--- src/hdl/dcsm_pkg.sv ---
`timescale 1ns / 1ps
package dcsm_pkg;

   localparam int unsigned TOP_BIN_DEFAULT = 4095;

   localparam int unsigned BYTE_W   = 8;
   localparam int unsigned TAB_W    = 4;
   localparam int unsigned VALUE_W  = 24;
   localparam int unsigned COUNT_W  = 40;
   localparam int unsigned SUM_W    = 64;
   localparam int unsigned MEDIAN_W = 12;

   localparam int unsigned QUEUE_DEPTH = 4;

   localparam logic [TAB_W-1:0] COLUMN_SELECT_RESET = TAB_W'(2);
   localparam logic [TAB_W-1:0] TAB_COUNT_MAX       = '1;
   localparam logic [VALUE_W-1:0] VALUE_MAX         = '1;
   localparam logic [COUNT_W-1:0] COUNT_MAX         = '1;

   localparam logic FUNC_FEED   = 1'b0;
   localparam logic FUNC_REPORT = 1'b1;

   localparam logic [BYTE_W-1:0] CHAR_TAB     = 8'h09;
   localparam logic [BYTE_W-1:0] CHAR_NEWLINE = 8'h0A;
   localparam logic [BYTE_W-1:0] CHAR_VTAB    = 8'h0B;
   localparam logic [BYTE_W-1:0] CHAR_FFEED   = 8'h0C;
   localparam logic [BYTE_W-1:0] CHAR_CR      = 8'h0D;
   localparam logic [BYTE_W-1:0] CHAR_SPACE   = 8'h20;
   localparam logic [BYTE_W-1:0] CHAR_PLUS    = 8'h2B;
   localparam logic [BYTE_W-1:0] CHAR_ZERO    = 8'h30;
   localparam logic [BYTE_W-1:0] CHAR_NINE    = 8'h39;

   typedef enum logic [1:0] {
      PHASE_BEFORE,
      PHASE_DIGITS,
      PHASE_DONE
   } phase_type;

   typedef enum logic {
      CMD_LINE,
      CMD_REPORT
   } cmd_kind_type;

   typedef struct packed {
      cmd_kind_type         kind;
      logic [VALUE_W-1:0]   value;
   } cmd_type;

   typedef enum logic [2:0] {
      BACK_CLEAR,
      BACK_IDLE,
      BACK_LINE_UPDATE,
      BACK_LINE_SQUARE,
      BACK_WALK,
      BACK_REPORT
   } back_state_type;

endpackage

--- src/hdl/dcsm_queue.sv ---
`timescale 1ns / 1ps
module dcsm_queue (
   input  logic              clock,
   input  logic              reset,
   input  logic              push,
   input  dcsm_pkg::cmd_type push_cmd,
   output logic              full,
   input  logic              pop,
   output dcsm_pkg::cmd_type head_cmd,
   output logic              empty
);
   import dcsm_pkg::*;

   localparam int unsigned PTR_W = $clog2(QUEUE_DEPTH);
   localparam int unsigned CNT_W = $clog2(QUEUE_DEPTH + 1);

   cmd_type            entries_ff [QUEUE_DEPTH];
   logic [PTR_W-1:0]   wr_ptr_ff, rd_ptr_ff;
   logic [CNT_W-1:0]   count_ff;
   logic               do_push, do_pop;

   assign full     = (count_ff == CNT_W'(QUEUE_DEPTH));
   assign empty    = (count_ff == '0);
   assign do_push  = push && !full;
   assign do_pop   = pop && !empty;
   assign head_cmd = entries_ff[rd_ptr_ff];

   always_ff @(posedge clock) begin
      if (reset) begin
         wr_ptr_ff <= '0;
         rd_ptr_ff <= '0;
         count_ff  <= '0;
      end else begin
         if (do_push) begin
            wr_ptr_ff <= (wr_ptr_ff == PTR_W'(QUEUE_DEPTH - 1)) ? '0 : wr_ptr_ff + 1'b1;
         end
         if (do_pop) begin
            rd_ptr_ff <= (rd_ptr_ff == PTR_W'(QUEUE_DEPTH - 1)) ? '0 : rd_ptr_ff + 1'b1;
         end
         if (do_push && !do_pop) begin
            count_ff <= count_ff + 1'b1;
         end else if (do_pop && !do_push) begin
            count_ff <= count_ff - 1'b1;
         end
      end
   end

   always_ff @(posedge clock) begin
      if (do_push) begin
         entries_ff[wr_ptr_ff] <= push_cmd;
      end
   end

endmodule

--- config.mk ---
export PLATFORM = sky130hd
export DESIGN_NAME = dcsm_queue
export DESIGN_NICKNAME = d
export VERILOG_FILES = /design/src/hdl/dcsm_pkg.sv /design/src/hdl/dcsm_queue.sv
export SDC_FILE = /design/constraint.sdc
export NUM_CORES = 1
export LEC_CHECK = 0
export BUFFER_PORTS_ARGS = -buffer_cell sky130_fd_sc_hd__buf_2
export CAP_MARGIN = 20
export CELL_PAD_IN_SITES_DETAIL_PLACEMENT = 1
export CELL_PAD_IN_SITES_GLOBAL_PLACEMENT = 2
export CORE_ASPECT_RATIO = 0.75
export CORE_MARGIN = 5
export CORE_UTILIZATION = 45
export CTS_CLUSTER_SIZE = 14
export DETAILED_ROUTE_END_ITERATION = 8
export PLACE_DENSITY = 0.85
export SYNTH_ARGS = -nofsm -noshare
export SYNTH_HDL_FRONTEND = slang
export SYNTH_SLANG_ARGS = --single-unit
--- constraint.sdc ---
create_clock -name clock -period 4.3 [get_ports clock]
set_input_delay 0.215 -clock clock [delete_from_list [all_inputs] [get_ports clock]]
set_output_delay 0.215 -clock clock [all_outputs]
set_load 0.05 [all_outputs]
---- Word-level counts from Yosys, hierarchy flattened ----
Memories as Yosys holds them, arrays and structs flattened. A register that Yosys moved wholly into a read port is not among the register bits.
Cells that the tools add are included.
storage, ports and cells
  register bits ........................... 7
  memory bits (writable) .................. 100
  ROM bits ................................ 0
  output and inout bits ................... 27
  input bits .............................. 29
  logic and storage cells ................. 29
  latch bits .............................. 0
  memories ................................ 1
memory list
  name        words  width  rd ports  clocked after memory_dff  write ports  line              source
  entries_ff  4      25     1         1                         1            dcsm_queue.sv:17  cmd_type entries_ff [QUEUE_DEPTH];
cells by class
  magnitude comparators ................... 0
  shifts and indexed selects .............. 0
  div/mod/pow operators ................... 0
  reductions and logical operators ........ 10
  mux-type cells .......................... 8
  add/subtract/negate cells ............... 4
  bitwise gates (word level) .............. 0
  eq/ne operators ......................... 3
  multiply operators ...................... 0
operators by type and width
  operator                                           count
  2-to-1 mux 2 bit                                   4
  2-to-1 mux 3 bit                                   2
  adder 2 x 1 -> 2 bit (second input constant)       2
  equality test 2 bit (second input constant)        2
  logical AND 1 bit                                  4
  logical NOT 1 bit                                  4
  adder 3 x 1 -> 3 bit (second input constant)       1
  equality test 3 bit (second input constant)        1
  logical NOT 3 bit                                  1
  subtractor 3 x 1 -> 3 bit (second input constant)  1
  2-to-1 mux 1 bit                                   2
  nonzero test 2 bit                                 1

---- Longest topological paths before layout ----
  depth after elaboration ................. 7
  gate-level depth with buffers ........... 10
  gate-level depth less buffers ........... 9

---- Worst setup path after synthesis ----
Ideal clock, no wire load.
  path type ............................... flip-flop to flip-flop
  start ................................... register count_ff[0]
  end ..................................... register count_ff[2]
  setup slack ............................. 2,042 ps
  library setup time ...................... 70 ps
  period minus slack after synthesis ...... 2,258 ps
  required time ........................... 4,230 ps
  stages on the path, launching flop included .. 11
  arrival time ............................ 2,188 ps
  path buffers ............................ 1
  cell sequence ........................... dfxtp_1 -> or3b_1 -> buf_6 -> clkinv_4 -> nor2_2 -> ha_1 -> inv_1 -> fa_1 -> xor2_1 -> or3_2 -> a21oi_1
on the way
  longest elaborated chain between the ends .. 6
  elaborated cells on any way between the ends .. 15
  those cells by class .................... add/sub: 2; eq/ne: 1; mux: 2; reduce/logical: 10
ends and longest elaborated chain
  item                                 line              source
  start: declaration                   dcsm_queue.sv:19  logic [CNT_W-1:0] count_ff;
  start signal: assignment             dcsm_queue.sv:41  count_ff <= count_ff + 1'b1;
  start signal: assignment             dcsm_queue.sv:43  count_ff <= count_ff - 1'b1;
  equality test 3 bit *                dcsm_queue.sv:22  assign full = (count_ff == CNT_W'(QUEUE_DEPTH));
  net full                             dcsm_queue.sv:7   output logic full,
  logical NOT 1 bit *                  dcsm_queue.sv:24  assign do_push = push && !full;
  logical AND 1 bit *                  dcsm_queue.sv:24
  net do_push                          dcsm_queue.sv:20  logic do_push, do_pop;
  logical NOT 1 bit                    dcsm_queue.sv:42  end else if (do_pop && !do_push) begin
  logical AND 1 bit                    dcsm_queue.sv:42
  nonzero test 2 bit (no source line)  --
The timed path passes the listed nets; every way through them passes the cells marked *. The select of a mux whose other input is x is not followed.
A chain may end at the register's enable or synchronous reset.

---- Worst setup path in the final report ----
  start ................................... register count_ff[0]
  end ..................................... register count_ff[2]
on the way
  longest elaborated chain between the ends .. 6
  elaborated cells on any way between the ends .. 15
  those cells by class .................... add/sub: 2; eq/ne: 1; mux: 2; reduce/logical: 10
ends and longest elaborated chain
  item                                 line
  equality test 3 bit *                dcsm_queue.sv:22
  logical NOT 1 bit *                  dcsm_queue.sv:24
  logical AND 1 bit *                  dcsm_queue.sv:24
  net do_push                          dcsm_queue.sv:20
  logical NOT 1 bit                    dcsm_queue.sv:42
  logical AND 1 bit                    dcsm_queue.sv:42
  nonzero test 2 bit (no source line)  --
Marked as above.

==> run metrics <==
WS Path Type=reg2reg; DIE HEIGHT=92.7 um; Setup violations, final=0; full die area=11,100 um^2; H-tree levels=3; switch share=31.7%; hold_ws=0.0863 ns; post-route ant nets=0; Clk pwr share=29.9%; CTS root buffer=clkbuf_16; initial antenna violation count=0; synthesized instance count=181; Total GRT Usage=14.5%; Seq/Total Area, Yosys=77.6%; Hold WC Path Type=in2reg; clock latency on the worst-skew pair=0.34 ns; clk_skew=0.00297 ns; status=finished, final reports clean; vias per cell=5.22; Reg power frac=43.0%; IO Count=56; routed wire length=7.43 mm; n_diodes=0; dpl cells=341; register bit count reported by yosys=109; RSZ-0062 raised after global routing=no; routability cong.=0.755; Power Internal=2.19 mW; largest net degree at the start of global routing=26; first-pass GRT wire length=11.6 mm; Gates resized, CTS repair=0; setup tns final=0 ns; share of cells above drive strength 1=42.4%; Initial Util=45.7%; vias in the first global route=2,010; Tcrit/Tclk final=55.7%; setup slack at placement=1.93 ns; CP max FO=7; Hold Fails Final Rpt=0; Final Critical Period=2.40 ns; Achievable Freq=417 MHz; # rows=30; yosys warns=0; core box area=8970 um^2; clock sinks=109; Crit. End Element=flip-flop; PortBufs=55; Post-Syn Area=4100 um^2; cts hold-fix bufs=0; hpwl dp=4.76 mm; CTS buffer count=9; critical path startpoint category=flip-flop; Max Cap Violations=0; DR iter-0 viols=127; Via Count=1,865; drt drc=0; Synth async-reset ratio=0%; worst vdd ir=0.295 mV; Leak=1.67 nW; drt wl/cell=20.8 um; Worst Tran Pin Value=0.933 ns; slew margin rel.=37.8%; Post-Syn Nets=217; die width=120 um; Area Growth Syn to Fin=17.7%; Post-Layout Cell Count=357; filler cell count in the final layout=807; Pins Over Slew Limit=0; Worst-path clk slew=0.06 ns; CTS Buffer Depth=2; setup ws final=1.90 ns; Worst EP required=4.57 ns; Syn Area/Cell=22.7 um^2; Synth Flop Type=edfxtp_1; CP arrival=2.67 ns; GR Overflow Total=0; sw power=1.02 mW; number of synthesized flops with an enable pin=100; DR pass1 iterations=4; Comb pwr share=27.0%; Yosys cell types=26; PD cells=666 nW/um^2; post-CTS setup buffers=0; CTS tree=yes; NumNets Final=276
kinds of logic after synthesis:
family | count (synthesis) | synth area share (%)
flip-flops | 109 | 77.6
multiplexers | 27 | 14.2
AND/OR/NAND/NOR | 16 | 2.29
buffers and inverters | 13 | 1.92
AO/OA/AOI/OAI | 7 | 1.22
adder cells (fa/ha/maj) | 7 | 2.32
XOR/XNOR | 2 | 0.427
Yosys cell counts, drive strengths merged (2+ instances only):
library cell	count	area (um^2)
nor3	2	10.0
ha	6	75.1
and3	4	30.0
o31ai	2	25.0
a21oi	3	15.0
nor2	4	17.5
buf	6	47.5
clkbuf	2	7.51
xor2	2	17.5
dfxtp	9	180
nand3	2	10.0
edfxtp	100	3000
mux4	25	563
or3	2	13.8
inv	4	15.0
mux2i	2	20.0
o21ai	2	10.0
through the flow:
stage / utilization [%] / total power, mW / area, um^2
finish: 53.8 / 3.21 / 4830
global placement: 49.8 / 2.27 / 4470
CTS: 53.8 / 3.25 / 4830
global route: 53.8 / 3.36 / 4830
floorplan: - / 2.09 / 4100
detailed placement: 49.8 / 2.29 / 4470
cells in the final DEF (no fill, tap or decap), types with 2 or more instances in the layout:
master	n
edfxtp_1	100
buf_2	55
mux4_2	25
clkbuf_16	9
dfxtp_1	8
ha_1	6
inv_1	4
and3_2	4
bufinv_16	4
nor2_1	3
a21oi_1	3
clkbuf_1	3
nor3_1	2
o31ai_2	2
xor2_1	2
nand3_1	2
mux2i_1	2
state kept, by name, summed over array words and instances (netlist names), named ones only:
register,flops
count_ff,3
entries_ff,100
rd_ptr_ff,2
wr_ptr_ff,2
per-layer routing:
| layer | vias up | global-route usage [%] | routed length [um] |
|---|---|---|---|
| met5 | - | 0 | 0 |
| met4 | 0 | 6.51 | 142 |
| met3 | 9 | 4.58 | 353 |
| met2 | 42 | 23.4 | 3760 |
| met1 | 955 | 18.0 | 3170 |
| li1 | 859 | - | - |
final cells by class:
type	instances	area, um^2	area share [%]
clock buffer	12	236	4.90
multi-input combinational	59	840	17.4
timing repair buffer	56	283	5.86
sequential	109	3180	66.0
inverter	5	23.8	0.492
tap	112	140	2.90
clock inverter	4	120	2.49
path summary, 6_finish.rpt:
| kind | from | depth (start not counted) | to | slack, ns |
|---|---|---|---|---|
| worst min-delay path | push_cmd[17] | 1 | entries_ff[2][17] | 0.09 |
| worst max register to register | count_ff[0] | 9 | count_ff[2] | 1.90 |
| worst min register to register | rd_ptr_ff[0] | 2 | flip-flop | 0.49 |
| worst max-delay path | count_ff[0] | 9 | count_ff[2] | 1.90 |
worst max-delay path: stages (launching register included):
cell	delay, ns
dfxtp_1	0.44
or3b_1	0.32
clkinv_4	0.09
nor2_2	0.12
ha_1	0.20
inv_1	0.06
fa_1	0.37
xor2_1	0.16
or3_2	0.41
a21oi_1	0.15
power groups by stage:
| stage | Sequential (mW) | Combinational, mW | Clock (mW) |
|---|---|---|---|
| after floorplan | 1.34 | 0.754 | 0 |
| after global placement | 1.40 | 0.868 | 0 |
| after CTS | 1.39 | 0.882 | 0.981 |
| final | 1.38 | 0.869 | 0.961 |
| after detailed placement | 1.41 | 0.876 | 0 |
| after global routing | 1.40 | 0.914 | 1.04 |
Note: power is estimated with default switching activity, not from simulation.
