### src/hdl/dcsm_pkg.sv
`timescale 1ns / 1ps
package dcsm_pkg;

   localparam int unsigned TOP_BIN_DEFAULT = 4095;

   localparam int unsigned BYTE_W   = 8;
   localparam int unsigned TAB_W    = 4;
   localparam int unsigned VALUE_W  = 24;
   localparam int unsigned COUNT_W  = 40;
   localparam int unsigned SUM_W    = 64;
   localparam int unsigned MEDIAN_W = 12;

   localparam int unsigned QUEUE_DEPTH = 4;

   localparam logic [TAB_W-1:0] COLUMN_SELECT_RESET = TAB_W'(2);
   localparam logic [TAB_W-1:0] TAB_COUNT_MAX       = '1;
   localparam logic [VALUE_W-1:0] VALUE_MAX         = '1;
   localparam logic [COUNT_W-1:0] COUNT_MAX         = '1;

   localparam logic FUNC_FEED   = 1'b0;
   localparam logic FUNC_REPORT = 1'b1;

   localparam logic [BYTE_W-1:0] CHAR_TAB     = 8'h09;
   localparam logic [BYTE_W-1:0] CHAR_NEWLINE = 8'h0A;
   localparam logic [BYTE_W-1:0] CHAR_VTAB    = 8'h0B;
   localparam logic [BYTE_W-1:0] CHAR_FFEED   = 8'h0C;
   localparam logic [BYTE_W-1:0] CHAR_CR      = 8'h0D;
   localparam logic [BYTE_W-1:0] CHAR_SPACE   = 8'h20;
   localparam logic [BYTE_W-1:0] CHAR_PLUS    = 8'h2B;
   localparam logic [BYTE_W-1:0] CHAR_ZERO    = 8'h30;
   localparam logic [BYTE_W-1:0] CHAR_NINE    = 8'h39;

   typedef enum logic [1:0] {
      PHASE_BEFORE,
      PHASE_DIGITS,
      PHASE_DONE
   } phase_type;

   typedef enum logic {
      CMD_LINE,
      CMD_REPORT
   } cmd_kind_type;

   typedef struct packed {
      cmd_kind_type         kind;
      logic [VALUE_W-1:0]   value;
   } cmd_type;

   typedef enum logic [2:0] {
      BACK_CLEAR,
      BACK_IDLE,
      BACK_LINE_UPDATE,
      BACK_LINE_SQUARE,
      BACK_WALK,
      BACK_REPORT
   } back_state_type;

endpackage

### src/hdl/dcsm_if.sv
`timescale 1ns / 1ps
interface dcsm_req_if;
   logic                          valid;
   logic                          ready;
   logic                          func;
   logic [dcsm_pkg::BYTE_W-1:0]   data_byte;

   modport source (output valid, output func, output data_byte, input ready);
   modport sink   (input valid, input func, input data_byte, output ready);
endinterface


interface dcsm_csr_if;
   logic                         valid;
   logic                         ready;
   logic [dcsm_pkg::TAB_W-1:0]   column_select;

   modport source (output valid, output column_select, input ready);
   modport sink   (input valid, input column_select, output ready);
endinterface

### src/hdl/dcsm_front.sv
`timescale 1ns / 1ps
module dcsm_front (
   input  logic              clock,
   input  logic              reset,
   dcsm_req_if.sink          req_bus,
   dcsm_csr_if.sink          csr_bus,
   input  logic              clearing,
   input  logic              queue_full,
   output logic              push,
   output dcsm_pkg::cmd_type push_cmd
);
   import dcsm_pkg::*;

   logic [TAB_W-1:0]   column_select_ff;
   logic [TAB_W-1:0]   tab_count_ff, tab_count_in;
   phase_type          phase_ff, phase_in;
   logic [VALUE_W-1:0] value_ff, value_in;

   logic               accept;
   logic [BYTE_W-1:0]  b;
   logic               is_digit, is_space, selected;
   logic [VALUE_W+3:0] times_ten;

   assign req_bus.ready = !clearing && !queue_full;
   assign csr_bus.ready = 1'b1;
   assign accept        = req_bus.valid && req_bus.ready;
   assign b             = req_bus.data_byte;

   always_comb begin
      is_digit  = (b >= CHAR_ZERO) && (b <= CHAR_NINE);
      is_space  = (b == CHAR_SPACE) || (b == CHAR_TAB) || (b == CHAR_VTAB) ||
                  (b == CHAR_FFEED) || (b == CHAR_CR);
      selected  = (tab_count_ff == column_select_ff);
      // value * 10 + digit, as two shifts and two adds
      times_ten = ({4'b0, value_ff} << 3) + ({4'b0, value_ff} << 1) +
                  (VALUE_W+4)'(b - CHAR_ZERO);
   end

   always_comb begin
      tab_count_in = tab_count_ff;
      phase_in     = phase_ff;
      value_in     = value_ff;
      push         = 1'b0;
      push_cmd     = '{kind: CMD_LINE, value: value_ff};
      if (accept && req_bus.func == FUNC_FEED) begin
         if (selected && phase_ff != PHASE_DONE) begin
            priority if (is_digit) begin
               value_in = (|times_ten[VALUE_W+3:VALUE_W]) ? VALUE_MAX
                                                          : times_ten[VALUE_W-1:0];
               phase_in = PHASE_DIGITS;
            end else if (phase_ff == PHASE_BEFORE && is_space) begin
               phase_in = phase_ff;
            end else if (phase_ff == PHASE_BEFORE && b == CHAR_PLUS) begin
               phase_in = PHASE_DIGITS;
            end else begin
               phase_in = PHASE_DONE;
            end
         end
         if (selected && b == CHAR_TAB) begin
            phase_in = PHASE_DONE;
         end
         if (b == CHAR_NEWLINE) begin
            push         = 1'b1;
            push_cmd     = '{kind: CMD_LINE, value: value_in};
            tab_count_in = '0;
            phase_in     = PHASE_BEFORE;
            value_in     = '0;
         end else if (b == CHAR_TAB && tab_count_ff != TAB_COUNT_MAX) begin
            tab_count_in = tab_count_ff + 1'b1;
         end
      end else if (accept) begin
         push     = 1'b1;
         push_cmd = '{kind: CMD_REPORT, value: '0};
      end
   end

   always_ff @(posedge clock) begin
      if (reset) begin
         column_select_ff <= COLUMN_SELECT_RESET;
         tab_count_ff     <= '0;
         phase_ff         <= PHASE_BEFORE;
         value_ff         <= '0;
      end else begin
         if (csr_bus.valid && csr_bus.ready) begin
            column_select_ff <= csr_bus.column_select;
         end
         tab_count_ff <= tab_count_in;
         phase_ff     <= phase_in;
         value_ff     <= value_in;
      end
   end

endmodule

### src/flat_wrapper.sv
// flat-port wrapper written by rule: the top's interface ports become plain ports
module dcsm_front_flat import dcsm_pkg::*;
  (clock, reset, clearing, queue_full, push, push_cmd, req_bus_valid, req_bus_func, req_bus_data_byte, req_bus_ready, csr_bus_valid, csr_bus_column_select, csr_bus_ready);
  dcsm_req_if req_bus_i ();
  dcsm_csr_if csr_bus_i ();
  input  logic clock;
  input  logic reset;
  input  logic clearing;
  input  logic queue_full;
  output logic push;
  output dcsm_pkg::cmd_type push_cmd;
  input wire logic [$bits(req_bus_i.valid)-1:0] req_bus_valid;
  input wire logic [$bits(req_bus_i.func)-1:0] req_bus_func;
  input wire logic [$bits(req_bus_i.data_byte)-1:0] req_bus_data_byte;
  output wire logic [$bits(req_bus_i.ready)-1:0] req_bus_ready;
  input wire logic [$bits(csr_bus_i.valid)-1:0] csr_bus_valid;
  input wire logic [$bits(csr_bus_i.column_select)-1:0] csr_bus_column_select;
  output wire logic [$bits(csr_bus_i.ready)-1:0] csr_bus_ready;
  assign req_bus_i.valid = req_bus_valid;
  assign req_bus_i.func = req_bus_func;
  assign req_bus_i.data_byte = req_bus_data_byte;
  assign req_bus_ready = req_bus_i.ready;
  assign csr_bus_i.valid = csr_bus_valid;
  assign csr_bus_i.column_select = csr_bus_column_select;
  assign csr_bus_ready = csr_bus_i.ready;
  dcsm_front u_core (.clock(clock), .reset(reset), .req_bus(req_bus_i), .csr_bus(csr_bus_i), .clearing(clearing), .queue_full(queue_full), .push(push), .push_cmd(push_cmd));
endmodule
### config.mk
export PLATFORM = sky130hd
export DESIGN_NAME = dcsm_front_flat
export DESIGN_NICKNAME = d
export VERILOG_FILES = /design/src/hdl/dcsm_pkg.sv /design/src/hdl/dcsm_if.sv /design/src/hdl/dcsm_front.sv /design/src/flat_wrapper.sv
export SDC_FILE = /design/constraint.sdc
export NUM_CORES = 1
export LEC_CHECK = 0
export BUFFER_PORTS_ARGS = -buffer_cell sky130_fd_sc_hd__buf_4
export CAP_MARGIN = 0
export CORE_MARGIN = 1
export CORE_UTILIZATION = 30
export DETAILED_ROUTE_END_ITERATION = 10
export PLACE_DENSITY = 0.59
export SETUP_SLACK_MARGIN = 0.05
export SLEW_MARGIN = 20
export SYNTH_ARGS = -nofsm -noshare
export SYNTH_HDL_FRONTEND = slang
export SYNTH_SLANG_ARGS = --single-unit
### constraint.sdc
create_clock -name clock -period 8.8 [get_ports clock]
set_input_delay 0 -clock clock [delete_from_list [all_inputs] [get_ports clock]]
set_output_delay 0 -clock clock [all_outputs]
set_load 0.02 [all_outputs]
* Word level (Yosys, flattened, before mapping)
Index checks and enable logic that the tools add are counted.
** Cells by class
- Multiply operators :: 0
- Mux-type cells :: 18
- Reductions and logical operators :: 21
- Equal/unequal tests :: 11
- Magnitude comparators :: 2
- Add/subtract/negate cells :: 4
- Divide/modulo/power cells :: 0
- Shifts and indexed selects :: 0
- Bitwise gates (word level) :: 1
** Operators by type and width (number)
- $mux W24 :: 5
- $mux W25 :: 2
- $eq A8 B4 Y1 const B :: 5
- $add A27 B25 Y28 :: 1
- $add A28 B28 Y28 :: 1
- $eq A8 B6 Y1 const B :: 2
- $mux W2 :: 6
- $logic_and A1 B1 Y1 :: 9
- $sub A8 B6 Y9 const B :: 1
- $ge A8 B6 Y1 const B :: 1
- $le A8 B6 Y1 const B :: 1
- $mux W4 :: 2
- $add A4 B1 Y4 const B :: 1
- $eq A4 B4 Y1 :: 1
- $logic_or A1 B1 Y1 :: 4
- $ne A4 B3 Y1 const B :: 1
- $ne A4 B4 Y1 const B :: 1
- $reduce_or A4 Y1 :: 1
- $mux W1 :: 3
- $reduce_and A3 Y1 :: 1
- $reduce_bool A3 Y1 :: 1
- $logic_not A1 Y1 :: 2
- $logic_not A2 Y1 :: 1
- $ne A2 B2 Y1 const B :: 1
- other kinds (3) :: 3
** Storage, ports and cells
- Memories kept :: 0
- Bits in read-only memories :: 0
- Output and inout bits :: 28
- Input bits :: 19
- Register bits after elaboration :: 34
- Bits in writable memories :: 0
- Logic and storage cells :: 61
- Bits in latches :: 0

* Depth between registers and ports, before layout
- Depth in word-level cells :: 11
- Mapped depth :: 16
- Mapped depth without buffers :: 14

* Worst setup path after synthesis
OpenSTA, ideal clock, no wires.
- Kind :: input-to-output
- Start point :: input port req_bus_data_byte[4]
- End point :: output port push_cmd[12] (netlist name)
- Data arrival time :: 5.056 ns
- Data required time :: 8.800 ns
- Path slack :: 3.744 ns
- Cell stages on the path :: 15
- Cell sequence :: ha_1 > nor3_1 > fa_1 > ha_1 > buf_6 > a21o_1 > a221o_1 > a221oi_2 > nor2_1 > or3_1 > o2111ai_2 > buf_6 > buf_6 > nor2_1 > a22oi_1
** RTL lines
- from (decl) :: line flat_wrapper.sv:14 : input wire logic [$bits(req_bus_i.data_byte)-1:0] req_bus_data_byte;
- to (decl) :: line flat_wrapper.sv:11 : output dcsm_pkg::cmd_type push_cmd;

==> results.md <==
- RR Startpoint: u_core.value_ff[6]$_SDFFE_PP0P_
- Number of port buffers: 45
- Tot Pwr: 0.472 mW
- Via count: 4066
- Iteration count of the initial detailed-routing pass: 5
- # placed instances: 726
- Crit-path cells: buf_4, ha_1, nor3_2, buf_4, fa_1, ha_1, a21o_1, a221o_1, a221oi_2, nor2_1, or3_1, o2111ai_4, buf_4, o21ai_0, a21oi_1, buf_4
- Antenna viol nets, final: 0
- Depth of the worst hold-timing path: 2
- Combinational power share: 15.4%
- Flops & latches, synth: 34
- Met2 GRT Util: 29.4%
- Worst hold path endpoint: u_core.value_ff[0]$_SDFFE_PP0P_
- Synthesized area per cell: 7.89 sq um
- Internal reg-to-reg setup slack: 4.46 ns
- Synth Net Count: 602
- Htree depth: 2
- P per Cell Area: 96.5 nW/um^2
- FF-to-FF End: u_core.value_ff[22]$_SDFFE_PP0P_
- Peak VDD IR: 0.0629 mV
- Rows: 42
- Sw Ratio: 26.5%
- Worst-path maximum fanout: 67
- Reg clk slew, reported paths: 0.06 ns
- Min-delay src: req_bus_data_byte[0]
- Clock Sinks: 34
- Arrival time worst endpoint: 4.53 ns
- Syn Std Cell Area: 4160 sq um
- Final TNS setup: 0 ns
- CP peak stage delay: 0.51 ns
- Hold WS: 0.0493 ns
- Drt wl/cell: 16.4 microns
- Sw Pwr: 0.125 mW
- Reg2Reg Depth: 13
- Slew margin rel.: 45.0%
- Die area: 14300 sq um
- Fin cells: 743
- Pin count of the biggest net entering global routing: 68
- Drt total wl: 12200 microns
- Die Ht: 120 microns
- Vias in the first global route: 4017
- Status: completed
- Max Buffers Root-to-Sink: 2
- Yosys warning total: 0
- Total Routing Usage GR: 17.4%
- Pins Over Slew Limit: 0
- Distinct cells, synth: 63
- Setup-failing EPs final: 0
- Clk_lat worst skew: 0.29 ns
- Sequential share of power: 33.0%
- ANT cells: 0
- Family with the most delay on the worst path: compound AO/OA/AOI/OAI gates
- Fraction of layout cells with a size suffix above 1: 14.1%
- Top cell by count, worst path: buf_4
- Worst Tran Pin Value: 0.822 ns
- Initial antenna violation count: 0
- Worst Setup Start Kind: input port
- Root Driver: clkbuf_16
- Gr ovfl total: 0
- Initial Util: 31.0%
- Wire length of the first global-routing pass: 19900 microns
- DRC violations left: 0
- Max-Cap Viols: 0
- Most common cell after layout, fill and taps aside: nand2_1
- Ports: 47
- Clk pwr share: 51.6%
- Met3 GRT Util: 2.80%
- Main synth FF type: dfxtp_1
- GR peak layer: met2
- Seq/Total Area, Yosys: 16.4%
- Number of enable flip-flop cells after synthesis: 0
- Crit. End Element: primary output
- Hold Crit Class: in2reg
- Final HPWL DP: 9250 microns
- Clock tree from TritonCTS: yes
- Slowest-stage cell, CP: buf_4
- CTS buffer count: 5
- Async set-reset flop share out of synthesis: 0%
- Core footprint: 13400 sq um
- Tcrit/Tclk final: 51.5%
- Layout Nets: 641
- RSZ-0062 raised after global routing: false
- GR Util met1: 23.1%
- Leakage: 2.24 nW
- Setup bufs post-CTS: 0
- CP Buf/Inv Count: 4
- Post-layout util: 36.5%
- Area growth, synth to finish: 17.6%
- Routability cong.: 0.892
- CP Class: in2out
- Fin. Hold Viols: 0
- CP required: 8.80 ns
- Cell Int Power: 0.347 mW
- Die Width: 120 microns
- Fin crit period: 4.53 ns
- Most frequent cells in the layout: nand2_1, buf_4, o21ai_0
- Drt via density: 5.47
- Cells after Synth: 527
- Clock skew: 0.00578 ns
- Initial DRC count: 265
- Fmax: 221 MHz
worst register-to-register path: stages (launching register included):
cell       delay (ns)
dfxtp_1          0.44
inv_1            0.09
fa_1             0.51
inv_1            0.04
ha_1             0.39
and3_1           0.24
a221oi_2         0.46
or3_4            0.26
nand2_1          0.13
a2111oi_4        0.40
o2111ai_4        0.16
buf_4            0.33
nand2b_1         0.45
o221a_2          0.34
through the flow:
step / setup WS, ns / instance area, sq um
final: 4.27 / 4890
after global routing: 4.03 / 4890
after CTS: 4.29 / 4890
after detailed placement: 4.16 / 4610
after global placement: 4.25 / 4610
after floorplan: 3.74 / 4160
sequential cells by signal, indices dropped and copies added (netlist names):
name	flops
u_core.column_select_ff	4
u_core.phase_ff	2
u_core.tab_count_ff	4
u_core.value_ff	24
power by group through the flow:
| stage | sequential, mW | combinational (mW) | clock, mW |
|---|---|---|---|
| after floorplan | 0.159 | 0.0468 | 0 |
| after global placement | 0.159 | 0.0669 | 0 |
| after detailed placement | 0.159 | 0.0689 | 0 |
| after CTS | 0.156 | 0.0728 | 0.245 |
| after global routing | 0.156 | 0.0805 | 0.251 |
| final | 0.156 | 0.0727 | 0.243 |
metal layers:
metal / routed length [microns] / up-vias
met4: 180 / 0
met5: 0 / -
met1: 5680 / 1956
met2: 5710 / 106
met3: 584 / 17
li1: - / 1987
logic make-up (layout without fill, tap and decap cells):
group	Yosys count	count (layout)	synth area share [%]
muxes	6	6	1.47
DFF	34	34	16.4
and+or+nand+nor	154	154	17.6
other	1	1	0.0901
buffers and inverters	57	97	6.71
AOI/OAI and AO/OA	189	189	30.4
xor gates and xnor gates	30	30	6.32
adders and majority gates	56	56	21.0
final cells by class:
type,instances,area [sq um]
fill,1417,8510
tap,176,220
clock inverter,3,68.8
inverter,29,109
sequential,34,681
multi-input combinational,436,3220
timing repair buffer,60,473
clock buffer,5,125
Yosys cell counts, drive strengths merged (3+ instances only):
library cell,number,share of area [%]
nand3,4,0.48
o21ai,54,6.5
fa,23,11
or3,3,0.57
a211oi,3,0.66
a21oi,44,5.3
ha,33,9.9
o211ai,6,1.1
buf,13,2.6
and3,7,1.1
o31ai,10,1.8
o221a,8,2.2
nand2,59,5.3
nand4,4,0.60
nor3,13,1.6
mux2i,5,1.2
a22oi,24,4.3
and2,4,0.60
nand2b,7,1.1
xor2,18,3.8
xnor2,12,2.5
a21o,9,1.6
dfxtp,34,16
a31oi,5,0.75
inv,28,2.5
nor2,41,3.7
o21bai,4,0.72
clkbuf,15,1.5
o21a,4,0.72
nor2b,3,0.45
worst max path at each step:
stage / from / end / slack, ns / cells past startpoint
floorplan: req_bus_data_byte[4] / push_cmd[12] / 3.74 / 15
global placement: req_bus_data_byte[4] / u_core.value_ff[22]$_SDFFE_PP0P_ / 4.25 / 15
detailed placement: req_bus_data_byte[4] / u_core.value_ff[23]$_SDFFE_PP0P_ / 4.16 / 15
CTS: req_bus_data_byte[4] / push_cmd[11] / 4.29 / 16
global route: req_bus_data_byte[4] / push_cmd[11] / 4.03 / 16
finish: req_bus_data_byte[4] / push_cmd[11] / 4.27 / 16
repair_timing:
item	in CTS	in global routing
hold buffers	9	0
gates resized for setup	0	0
endpoints found under the hold margin	8	0
Note: power is estimated with default switching activity, not from simulation.
